<file path="src/hw/rtl/ipfs_pkg.sv">
package ipfs_pkg;

   localparam int IMG_SIZE = 256;
   localparam int COL_W    = $clog2(IMG_SIZE);
   localparam int ROW_W    = $clog2(IMG_SIZE + 1);
   localparam int PIX_W    = 8;
   localparam int POS_W    = 8;
   localparam int CNT_W    = 17;

   localparam logic [COL_W-1:0] COL_LAST  = COL_W'(IMG_SIZE - 1);
   localparam logic [ROW_W-1:0] ROW_TRAIL = ROW_W'(IMG_SIZE);
   localparam logic [CNT_W-1:0] CNT_MAX   = {CNT_W{1'b1}};
   localparam logic [PIX_W-1:0] MIN_INIT  = {PIX_W{1'b1}};
   localparam logic [PIX_W-1:0] MAX_INIT  = '0;

   // accept-side accesses of both line memories
   typedef struct packed {
      logic             rd_en;
      logic [COL_W-1:0] mid_rd_addr;
      logic             mid_wr_en;
      logic [COL_W-1:0] mid_wr_addr;
      logic [PIX_W-1:0] mid_wr_data;
      logic [COL_W-1:0] up_rd_addr;
   } mem_req_type;

   typedef struct packed {
      logic             en;
      logic [COL_W-1:0] addr;
      logic             data;
   } up_wr_type;

   // item in the decision stage
   typedef struct packed {
      logic             valid;
      logic             produce;
      logic             clear;
      logic             down;
      logic [ROW_W-1:0] row;
      logic [COL_W-1:0] col;
   } stage_type;

endpackage

</file>
<file path="src/hw/rtl/isolated_pixel_filter_stats_unit.sv">
// isolated pixel filter with running frame statistics
//
// req channel: one raw pixel per transfer in raster order, frame_start on
// the first pixel of a frame. after the last row the host sends one extra
// row of pixels (values ignored); the position then wraps to a new frame.
// rsp channel: filtered value of the pixel one row above the input, with
// its row, column and the running nonzero count, minimum and maximum of
// the frame. no response during the first row of a frame.
// csr port: csr_write_data is the filter enable (reset 1), written when
// csr_write_enable is high; change it only while the block is idle.
// throughput: one pixel per cycle unless rsp_stall holds the output; the line
// memories take one read and one write per port per cycle. the pixel directly
// below a response goes through the decision stage into the output register.
// reset: position, statistics and the output valid flag clear at once; line
// memories need no clearing since row 0 of every frame fills them.
// when rsp_stall holds the output, one more pixel sits in the decision
// stage and req_stall rises until the output register drains.
module isolated_pixel_filter_stats_unit
   import ipfs_pkg::*;
(
   input  logic             clock,
   input  logic             reset,
   input  logic             req_valid,
   output logic             req_stall,
   input  logic [PIX_W-1:0] req_pixel,
   input  logic             req_frame_start,
   output logic             rsp_valid,
   input  logic             rsp_stall,
   output logic [PIX_W-1:0] rsp_out_pixel,
   output logic [POS_W-1:0] rsp_out_row,
   output logic [POS_W-1:0] rsp_out_col,
   output logic [CNT_W-1:0] rsp_nonzero_count,
   output logic [PIX_W-1:0] rsp_min_value,
   output logic [PIX_W-1:0] rsp_max_value,
   input  logic             csr_write_enable,
   input  logic             csr_write_data
);

   logic             filter_enable_ff;
   logic [ROW_W-1:0] row_ff, row_in;
   logic [COL_W-1:0] col_ff, col_in;
   stage_type        stage_ff, stage_in;
   logic [PIX_W-1:0] mid_cur_ff;

   logic             accept, advance;
   logic [ROW_W-1:0] r;
   logic [COL_W-1:0] c;
   logic [PIX_W-1:0] pixel_eff;
   mem_req_type      mem_req;
   up_wr_type        up_wr;
   logic [PIX_W-1:0] mid_rd_data;
   logic             up_rd_data;

   assign req_stall = stage_ff.valid && !advance;
   assign accept    = req_valid && !req_stall;

   always_comb begin
      r         = req_frame_start ? '0 : row_ff;
      c         = req_frame_start ? '0 : col_ff;
      pixel_eff = (r == ROW_TRAIL) ? '0 : req_pixel;

      if (c == COL_LAST) begin
         col_in = '0;
         row_in = (r == ROW_TRAIL) ? '0 : r + ROW_W'(1);
      end else begin
         col_in = c + COL_W'(1);
         row_in = r;
      end

      // right neighbour of this pixel is the next read; at the row end the
      // read wraps to entry 0, already holding the row below
      mem_req.rd_en       = accept;
      mem_req.mid_rd_addr = (c == COL_LAST) ? '0 : c + COL_W'(1);
      mem_req.mid_wr_en   = accept;
      mem_req.mid_wr_addr = c;
      mem_req.mid_wr_data = pixel_eff;
      mem_req.up_rd_addr  = c;

      stage_in.valid   = 1'b1;
      stage_in.produce = (r != '0);
      stage_in.clear   = (r == '0) && (c == '0);
      stage_in.down    = (pixel_eff != '0);
      stage_in.row     = r;
      stage_in.col     = c;
   end

   always_ff @(posedge clock) begin
      if (reset) begin
         filter_enable_ff <= 1'b1;
         row_ff           <= '0;
         col_ff           <= '0;
         stage_ff         <= '0;
      end else begin
         if (csr_write_enable) begin
            filter_enable_ff <= csr_write_data;
         end
         if (accept) begin
            row_ff   <= row_in;
            col_ff   <= col_in;
            stage_ff <= stage_in;
         end else if (advance) begin
            stage_ff.valid <= 1'b0;
         end
      end
   end

   // middle value of this pixel was the right-neighbour read of the previous one
   always_ff @(posedge clock) begin
      if (accept) begin
         mid_cur_ff <= mid_rd_data;
      end
   end

   ipfs_row_mem u_row_mem (
      .clock       (clock),
      .req         (mem_req),
      .up_wr       (up_wr),
      .mid_rd_data (mid_rd_data),
      .up_rd_data  (up_rd_data)
   );

   ipfs_decide u_decide (
      .clock             (clock),
      .reset             (reset),
      .stage             (stage_ff),
      .mid_value         (mid_cur_ff),
      .right_value       (mid_rd_data),
      .up_flag           (up_rd_data),
      .filter_enable     (filter_enable_ff),
      .rsp_stall         (rsp_stall),
      .advance           (advance),
      .up_wr             (up_wr),
      .rsp_valid         (rsp_valid),
      .rsp_out_pixel     (rsp_out_pixel),
      .rsp_out_row       (rsp_out_row),
      .rsp_out_col       (rsp_out_col),
      .rsp_nonzero_count (rsp_nonzero_count),
      .rsp_min_value     (rsp_min_value),
      .rsp_max_value     (rsp_max_value)
   );

`ifndef SYNTHESIS
   a_position_range: assert property (@(posedge clock) disable iff (reset)
      (row_ff <= ROW_TRAIL) && (col_ff <= COL_LAST))
      else $error("raster position out of range");

   a_stall_needs_item: assert property (@(posedge clock) disable iff (reset)
      req_stall |-> stage_ff.valid)
      else $error("input stalled with empty decision stage");

   // a frame start may read entry 0 again, row 0 never uses that flag
   a_upper_write_order: assert property (@(posedge clock) disable iff (reset)
      (accept && up_wr.en && !req_frame_start) |-> (up_wr.addr != mem_req.up_rd_addr))
      else $error("upper flag read and written at the same entry");
`endif

endmodule

</file>
<file path="src/hw/rtl/ipfs_row_mem.sv">
module ipfs_row_mem
   import ipfs_pkg::*;
(
   input  logic             clock,
   input  mem_req_type      req,
   input  up_wr_type        up_wr,
   output logic [PIX_W-1:0] mid_rd_data,
   output logic             up_rd_data
);

   logic [PIX_W-1:0] mid_mem [IMG_SIZE];
   logic             up_mem  [IMG_SIZE];
   logic [PIX_W-1:0] mid_rd_ff;
   logic             up_rd_ff;

   always_ff @(posedge clock) begin
      if (req.mid_wr_en) begin
         mid_mem[req.mid_wr_addr] <= req.mid_wr_data;
      end
      // read data holds between transfers
      if (req.rd_en) begin
         mid_rd_ff <= mid_mem[req.mid_rd_addr];
      end
   end

   always_ff @(posedge clock) begin
      if (up_wr.en) begin
         up_mem[up_wr.addr] <= up_wr.data;
      end
      if (req.rd_en) begin
         up_rd_ff <= up_mem[req.up_rd_addr];
      end
   end

   assign mid_rd_data = mid_rd_ff;
   assign up_rd_data  = up_rd_ff;

endmodule

</file>
<file path="src/hw/rtl/ipfs_decide.sv">
module ipfs_decide
   import ipfs_pkg::*;
(
   input  logic             clock,
   input  logic             reset,
   input  stage_type        stage,
   input  logic [PIX_W-1:0] mid_value,
   input  logic [PIX_W-1:0] right_value,
   input  logic             up_flag,
   input  logic             filter_enable,
   input  logic             rsp_stall,
   output logic             advance,
   output up_wr_type        up_wr,
   output logic             rsp_valid,
   output logic [PIX_W-1:0] rsp_out_pixel,
   output logic [POS_W-1:0] rsp_out_row,
   output logic [POS_W-1:0] rsp_out_col,
   output logic [CNT_W-1:0] rsp_nonzero_count,
   output logic [PIX_W-1:0] rsp_min_value,
   output logic [PIX_W-1:0] rsp_max_value
);

   logic             left_ff, left_in;
   logic [CNT_W-1:0] count_ff, count_in;
   logic [PIX_W-1:0] min_ff, min_in;
   logic [PIX_W-1:0] max_ff, max_in;
   logic             rsp_valid_ff, rsp_valid_in;
   logic [PIX_W-1:0] pixel_ff;
   logic [POS_W-1:0] row_ff, col_ff;
   logic [CNT_W-1:0] cnt_out_ff;
   logic [PIX_W-1:0] min_out_ff, max_out_ff;

   logic             mid_nz, up_hit, left_hit, right_hit, busy;
   logic [PIX_W-1:0] value;
   logic [CNT_W-1:0] count_base;
   logic [PIX_W-1:0] min_base, max_base;
   logic [ROW_W-1:0] row_above;
   logic             load_out;

   assign advance  = stage.valid && (!rsp_valid_ff || !rsp_stall);
   assign load_out = advance && stage.produce;

   always_comb begin
      mid_nz    = (mid_value != '0);
      up_hit    = (stage.row >= ROW_W'(2)) && up_flag;
      left_hit  = (stage.col != '0) && left_ff;
      right_hit = (stage.col != COL_LAST) && (right_value != '0);
      busy      = stage.down || up_hit || left_hit || right_hit;
      value     = (filter_enable && mid_nz && busy) ? '0 : mid_value;
      row_above = stage.row - ROW_W'(1);

      // the first pixel of a frame restarts the statistics
      count_base = stage.clear ? '0 : count_ff;
      min_base   = stage.clear ? MIN_INIT : min_ff;
      max_base   = stage.clear ? MAX_INIT : max_ff;

      count_in = count_base;
      min_in   = min_base;
      max_in   = max_base;
      if (stage.produce && (value != '0)) begin
         if (count_base != CNT_MAX) begin
            count_in = count_base + CNT_W'(1);
         end
         if (value < min_base) begin
            min_in = value;
         end
         if (value > max_base) begin
            max_in = value;
         end
      end

      left_in = stage.produce ? mid_nz : left_ff;

      if (load_out) begin
         rsp_valid_in = 1'b1;
      end else begin
         rsp_valid_in = rsp_valid_ff && rsp_stall;
      end

      up_wr.en   = load_out;
      up_wr.addr = stage.col;
      up_wr.data = mid_nz;
   end

   always_ff @(posedge clock) begin
      if (reset) begin
         left_ff      <= 1'b0;
         count_ff     <= '0;
         min_ff       <= MIN_INIT;
         max_ff       <= MAX_INIT;
         rsp_valid_ff <= 1'b0;
      end else begin
         rsp_valid_ff <= rsp_valid_in;
         if (advance) begin
            left_ff  <= left_in;
            count_ff <= count_in;
            min_ff   <= min_in;
            max_ff   <= max_in;
         end
      end
   end

   always_ff @(posedge clock) begin
      if (load_out) begin
         pixel_ff   <= value;
         row_ff     <= row_above[POS_W-1:0];
         col_ff     <= POS_W'(stage.col);
         cnt_out_ff <= count_in;
         min_out_ff <= min_in;
         max_out_ff <= max_in;
      end
   end

   assign rsp_valid         = rsp_valid_ff;
   assign rsp_out_pixel     = pixel_ff;
   assign rsp_out_row       = row_ff;
   assign rsp_out_col       = col_ff;
   assign rsp_nonzero_count = cnt_out_ff;
   assign rsp_min_value     = min_out_ff;
   assign rsp_max_value     = max_out_ff;

`ifndef SYNTHESIS
   a_empty_stats: assert property (@(posedge clock) disable iff (reset)
      (count_ff == '0) |-> (min_ff == MIN_INIT && max_ff == MAX_INIT))
      else $error("statistics not at initial values with zero count");

   a_min_le_max: assert property (@(posedge clock) disable iff (reset)
      (count_ff != '0) |-> (min_ff <= max_ff))
      else $error("minimum above maximum");

   a_out_held: assert property (@(posedge clock) disable iff (reset)
      (rsp_valid_ff && rsp_stall) |-> !load_out)
      else $error("output register overwritten while stalled");
`endif

endmodule
</file>
<file path="config.mk">
export PLATFORM = sky130hd
export DESIGN_NAME = isolated_pixel_filter_stats_unit
export DESIGN_NICKNAME = d
export VERILOG_FILES = /design/src/hw/rtl/ipfs_pkg.sv /design/src/hw/rtl/isolated_pixel_filter_stats_unit.sv /design/src/hw/rtl/ipfs_row_mem.sv /design/src/hw/rtl/ipfs_decide.sv
export SDC_FILE = /design/constraint.sdc
export NUM_CORES = 2
export LEC_CHECK = 0
export BUFFER_PORTS_ARGS = -buffer_cell sky130_fd_sc_hd__clkbuf_2
export CORE_UTILIZATION = 40
export CTS_CLUSTER_SIZE = 28
export DETAILED_ROUTE_END_ITERATION = 16
export GPL_ROUTABILITY_DRIVEN = 0
export PLACE_DENSITY_LB_ADDON = 0.05
export SLEW_MARGIN = 0
export SYNTH_ARGS = -nofsm -noshare
export SYNTH_HDL_FRONTEND = slang
export SYNTH_SLANG_ARGS = --single-unit
</file>
<file path="constraint.sdc">
create_clock -name clock -period 10.5 [get_ports clock]
set_clock_uncertainty 0.15 [all_clocks]
set_input_delay 1.575 -clock clock [delete_from_list [all_inputs] [get_ports clock]]
set_output_delay 1.575 -clock clock [all_outputs]
set_load 0.02 [all_outputs]
</file>
**Yosys cells after proc, flatten, opt, wreduce, memory -nomap -nowiden**

Memory sizes are Yosys's and may differ from the RTL's. A register that Yosys moved wholly into a read port is not among the register bits.
Index checks and enable logic that the tools add are counted.

- Flip-flop bits (word level): 139
- Bits in writable memories: 2304
- Memories kept: 2
- Output and inout port bits: 59
- Logic and storage cells: 87

- Reduce and logical (&&, ||, !) cells: 30
- Eq/ne operators: 4
- $add $sub $neg: 4
- Multiplexer cells: 23
- Magnitude comparators: 3

Memory list:

| name | depth | bits a word | rd ports | clocked after Yosys merged registers in | wr ports | line | text |
|---|---|---|---|---|---|---|---|
| u_row_mem.mid_mem | 256 | 8 | 1 | 1 | 1 | ipfs_row_mem.sv:11 | `logic [PIX_W-1:0] mid_mem [IMG_SIZE];` |
| u_row_mem.up_mem | 256 | 1 | 1 | 1 | 1 | ipfs_row_mem.sv:12 | `logic up_mem [IMG_SIZE];` |

Operators with widths:

| cell | number |
|---|---|
| 8-bit 2-to-1 mux | 10 |
| 17-bit 2-to-1 mux | 3 |
| 8-bit nonzero test | 5 |
| 9-bit 2-to-1 mux | 3 |
| 17-bit by 1-bit adder with 17-bit output (second input constant) | 1 |
| 17-bit inequality test (second input constant) | 1 |
| 1-bit logical AND | 12 |
| 9-bit by 1-bit adder with 9-bit output (second input constant) | 1 |
| 9-bit == test (second input constant) | 1 |
| 9-bit by 2-bit >= comparator with 1-bit output (second input constant) | 1 |
| 9-bit zero test | 1 |
| 9-bit nonzero test | 1 |
| 8-bit by 1-bit adder with 8-bit output (second input constant) | 1 |
| 8-bit == test (second input constant) | 1 |
| 8-bit greater-than comparator | 1 |
| 8-bit zero test | 1 |
| 8-bit less-than comparator | 1 |
| 8-bit inequality test (second input constant) | 1 |
| 8-bit by 1-bit subtractor with 8-bit output (second input constant) | 1 |
| 1-bit 2-to-1 mux | 7 |
| 1-bit zero test | 4 |
| 1-bit logical OR | 4 |
| 2-bit AND reduction | 1 |
| 2-bit nonzero test | 1 |

**Depth between registers and ports, before layout**

- Depth in word-level cells: 10
- Gate-level depth with buffers: 21
- Depth with buffers taken out: 17

**Cells and area by module**

From an unflattened synthesis, not the netlist that was laid out.

- Cell total of the unflattened synthesis: 5236
- Area total of the unflattened synthesis: 98411.9 um^2

Modules (own cells, without submodules):

| module | times used | cells an instance | area an instance (um^2) | sequential area each (um^2) |
|---|---|---|---|---|
| ipfs_row_mem | 1 | 4509 | 91256.3 | 69456.6 |
| ipfs_decide | 1 | 453 | 4800.9 | 2412.3 |
| isolated_pixel_filter_stats_unit | 1 | 274 | 2354.8 | 1021.0 |

**Least setup slack after synthesis**

OpenSTA, ideal clock, no wires.

- Path type: input to register
- Start point: input req_frame_start
- End point: memory u_row_mem.mid_mem[0][0], data pin
- Data arrival time: 9.256 ns
- Required time: 8.897 ns
- Path slack: -0.359 ns
- Path buffers: 4
- Stages: 10
- Path through: clkbuf_1 > clkbuf_1 > inv_1 > clkbuf_1 > nand2_1 > ha_1 > o21ai_0 > nor2b_1 > clkbuf_1 > nor2b_1

RTL lines:

| element | line | text |
|---|---|---|
| start, declared | isolated_pixel_filter_stats_unit.sv:26 | `input logic req_frame_start,` |
| end, declared | ipfs_row_mem.sv:11 |  |

**Final worst setup path**

- Start point: input req_frame_start
- End point: register u_row_mem.mid_rd_ff[7] (netlist: u_row_mem.mid_rd_data[7]) (read register of u_row_mem.mid_mem), data pin

- Cells in the longest elaborated chain, start to end: 3

Ends and longest elaborated chain:

| element | line | text |
|---|---|---|
| 8-bit 2-to-1 mux * | isolated_pixel_filter_stats_unit.sv:59 | `c = req_frame_start ? '0 : col_ff;` |
| 8-bit by 1-bit adder with 8-bit output or 8-bit == test (tied branches) | isolated_pixel_filter_stats_unit.sv:73 | `mem_req.mid_rd_addr = (c == COL_LAST) ? '0 : c + COL_W'(1);` |
| 8-bit 2-to-1 mux * | isolated_pixel_filter_stats_unit.sv:73 |  |
| end, declared | ipfs_row_mem.sv:13 | `logic [PIX_W-1:0] mid_rd_ff;` |

Mark *: on every way between the ends. The rest lies on a longest branch, timed or not.
A chain may end at the register's enable or synchronous reset.

==> flow_summary.ini <==
[setup_path]
worst_path_most_repeated_cell = sky130_fd_sc_hd__buf_4
cp.required_ns = 10.95
critPathKind = in2reg
r2r-end = u_row_mem.mid_rd_data[7]
critical_path.max_stage_delay_ns = 1.26
worst_setup_path_end_kind = flop
setup_slack_of_the_worst_register_to_register_path_ns = 3.01
path_max_fanout = 29
worst_r2r_start = col_ff[0]
critical-path-slowest-cell = sky130_fd_sc_hd__o41ai_1
worstSetupStartpointType = primary input
timing.reg2reg.worst_path_depth = 14
critical_path.cell_chain = clkbuf_2, nand2b_4, inv_4, ha_1, nand3_1, nor3_1, buf_4, a211oi_4, buf_4, nand2_1, a211oi_1, a31oi_1, o21ai_0, o41ai_1, a221oi_1
worst-endpoint-arrival_ns = 7.98

[cts]
htree_num_levels = 5
cts-root-buf = sky130_fd_sc_hd__clkbuf_16
number_of_buffers_inserted_to_repair_setup_after_cts = 0
insertion_delay_ns = 0.96
holdBufCountCts = 0
clk_path_buf_depth = 4
clkSlewWorstSetupHoldPaths_ns = 0.06
cts_inserted_buffers = 288
clock_tree_from_tritoncts = done
ctsResizeCount = 0
cts_num_sinks = 2452

[synthesis]
synth-simple-area-share_pct = 7.93
mappedNetlistNets = 5990
synth_adder_area_share_pct = 0.307
synth_compound_area_share_pct = 4.26
synth_largest_type_area_fraction_pct = 73.0
postSynthCellCount = 5951
synth_largest_area_cell = sky130_fd_sc_hd__edfxtp_1
netlist_top_cells_count = sky130_fd_sc_hd__edfxtp_1, sky130_fd_sc_hd__nand2_1, sky130_fd_sc_hd__nor2_1
synth_edf_count = 2378
synth-xor-area-share_pct = 0.206
netlist_area_um2 = 97800
synth.most_common_cell = sky130_fd_sc_hd__edfxtp_1
synthFlopType = sky130_fd_sc_hd__edfxtp_1
synth_top_family_by_area = multiplexers
synth.area.mux_share_pct = 11.1
synth-seq-cells = 2452
post_synth_main_area_contributors = sky130_fd_sc_hd__edfxtp_1, sky130_fd_sc_hd__mux4_2, sky130_fd_sc_hd__nand2_1
ys_warn_count = 0
postSynth.asyncResetShare_pct = 0
synth.avg_cell_area_um2 = 16.4
post_synth_num_cell_types = 75
synth_seq_area_share_pct = 74.5

[die]
total_i_o_pin_count = 74
die-width_um = 496
fp.coreArea_um2 = 243000
fp.dieArea_um2 = 246000
floorplan.initialDensity_pct = 40.2
core.rowCount = 181
die-height_um = 496

[timing]
final-setup-viol-count = 0
relSlewSlack_pct = -4.66
rsz_0062_raised_after_global_routing = no
fin_ws_ns = 2.97
achievable-frequency_mhz = 133
finalHoldViolations = 0
setup_total_negative_slack_ns = 0
max_slew.worst_pin.slew_ns = 1.55
period_minus_slack_ns = 7.53
post-route-period-util_pct = 71.8
report.final.slew_viol_count = 18

[status]
result_of_the_run = complete, but fails checks
violations = capacitance limit, slew limit

[worst_hold_path]
hold_class = reg2reg
worst_hold_path.num_cells = 2
timing.hold.worst_endpoint = stage_ff[16]
worst_hold_start = stage_ff[16]

[flow_run]
drv_cap = 4

[power]
cellLeakagePower_nw = 33.8
ir_worst_vdd_uv = 148
power.density_nw_per_um2 = 190

[global_routing]
global_route.overflow_total = 0
groute.usage.overall_pct = 25.1
grt_start_max_net_pins = 199
grt_pass1_wl_mm = 434
antenna_violations_before_repair = 14
vias_in_the_first_global_route = 54700

[route]
routed-via-count = 55300
totalWireLength_mm = 310
drt_first_pass_iters = 5
drc = 0
antenna_left = 0
dr.first_iter.drc_count = 6141
routedWlPerCell_um = 32.7
routed_via_density = 5.84

[cells_and_area]
finish.net_count = 6100
fin_area_um2 = 111000
area_delta_synth_final_pct = 13.3
share_of_cells_above_drive_strength_1_pct = 16.3

[placed_design]
worst_setup_timing_slack_at_the_placement_stage_ns = 2.16
dp_hpwl_mm = 180
postPlaceCellArea_um2 = 102000
port_buffers = 73
==> how the worst max path moves through the flow <==
stage / from / cells after the start / slack (ns) / endpoint
after floorplan: req_frame_start / 10 / -0.36 / u_row_mem.mid_mem[0][0]
after global placement: req_frame_start / 14 / 2.19 / u_row_mem.mid_rd_data[6]
after detailed placement: req_frame_start / 14 / 2.16 / u_row_mem.mid_rd_data[6]
after CTS: col_ff[0] / 13 / 3.11 / u_row_mem.mid_rd_data[6]
after global routing: col_ff[0] / 14 / 2.87 / u_row_mem.mid_rd_data[7]
final: req_frame_start / 15 / 2.97 / u_row_mem.mid_rd_data[7]
==> cell families after synthesis <==
group / Yosys count
and+or+nand+nor: 1815
DFF: 2452
buffers and inverters: 410
xor gates and xnor gates: 23
adders and majority gates: 24
AOI/OAI and AO/OA: 623
muxes: 604
==> power by group <==
part | switching, mW | internal (mW)
registers | 0.0228 | 10.7
logic | 0.678 | 0.289
clock network | 3.91 | 5.39
==> cell usage in the layout, fill, tap and decap left out, types with 16 or more instances in the layout <==
master,instances
sky130_fd_sc_hd__nand3_1,159
sky130_fd_sc_hd__clkbuf_1,72
sky130_fd_sc_hd__buf_4,113
sky130_fd_sc_hd__clkinv_1,63
sky130_fd_sc_hd__clkbuf_16,293
sky130_fd_sc_hd__clkinv_2,36
sky130_fd_sc_hd__a31oi_1,81
sky130_fd_sc_hd__nand4_1,42
sky130_fd_sc_hd__mux4_2,386
sky130_fd_sc_hd__a32oi_1,52
sky130_fd_sc_hd__nor3_1,52
sky130_fd_sc_hd__ha_1,23
sky130_fd_sc_hd__mux2i_1,210
sky130_fd_sc_hd__edfxtp_1,2378
sky130_fd_sc_hd__inv_1,21
sky130_fd_sc_hd__nor2_1,618
sky130_fd_sc_hd__a22oi_1,23
sky130_fd_sc_hd__a21oi_1,149
sky130_fd_sc_hd__o22ai_1,79
sky130_fd_sc_hd__nand2_1,719
sky130_fd_sc_hd__dfxtp_1,72
sky130_fd_sc_hd__nor4_1,35
sky130_fd_sc_hd__clkbuf_2,72
sky130_fd_sc_hd__buf_12,17
sky130_fd_sc_hd__o221ai_1,16
sky130_fd_sc_hd__and3_1,28
sky130_fd_sc_hd__o21ai_0,54
sky130_fd_sc_hd__nor2b_1,63
sky130_fd_sc_hd__a211oi_1,55
==> routing by layer <==
metal  vias up  share of wire [%]  track usage (%)
met5         -             0.0052                0
met4         2                2.8             7.11
met3       445                6.5             4.57
met2      1960                 47             40.0
met1     29400                 43             35.3
li1      23500                  -                -
==> worst max-delay path: cells and delay by family <==
kind | cells | cell delay [ns]
and+or+nand+nor | 4 | 2.27
AOI/OAI and AO/OA | 6 | 2.09
adders and majority gates | 1 | 0.77
buffers and inverters | 4 | 1.18
==> area by class of cell <==
class	instances	area, um^2
clock inverter	118	860
inverter	26	101
sequential	2452	72900
antenna	6	15.0
clock buffer	367	7630
multi-input combinational	3089	23700
timing repair buffer	204	1570
tap	3202	4010
fill	21200	132000
==> per-stage QoR <==
stage	hold slack [ns]	power (mW)	utilization (%)	instances
after floorplan	0.253	11.5	-	5951
after global placement	0.299	11.9	42.0	8971
after detailed placement	0.299	11.9	42.0	8972
after CTS	0.306	21.2	45.5	9457
after global routing	0.329	21.6	45.5	9460
final	0.305	21.0	45.5	9464
==> state kept, by name, indices dropped and copies added (netlist names), 8 cells and up <==
signal                      flops
col_ff                          8
mid_cur_ff                      8
row_ff                          9
stage_ff                       21
u_decide.count_ff              17
u_decide.max_ff                 8
u_decide.min_ff                 8
u_decide.rsp_max_value          8
u_decide.rsp_min_value          8
u_decide.rsp_nonzero_count     17
u_decide.rsp_out_col            8
u_decide.rsp_out_pixel          8
u_decide.rsp_out_row            8
u_row_mem.mid_mem            2048
u_row_mem.mid_rd_data           8
u_row_mem.up_mem              256
Note: power is estimated with default switching activity, not from simulation.
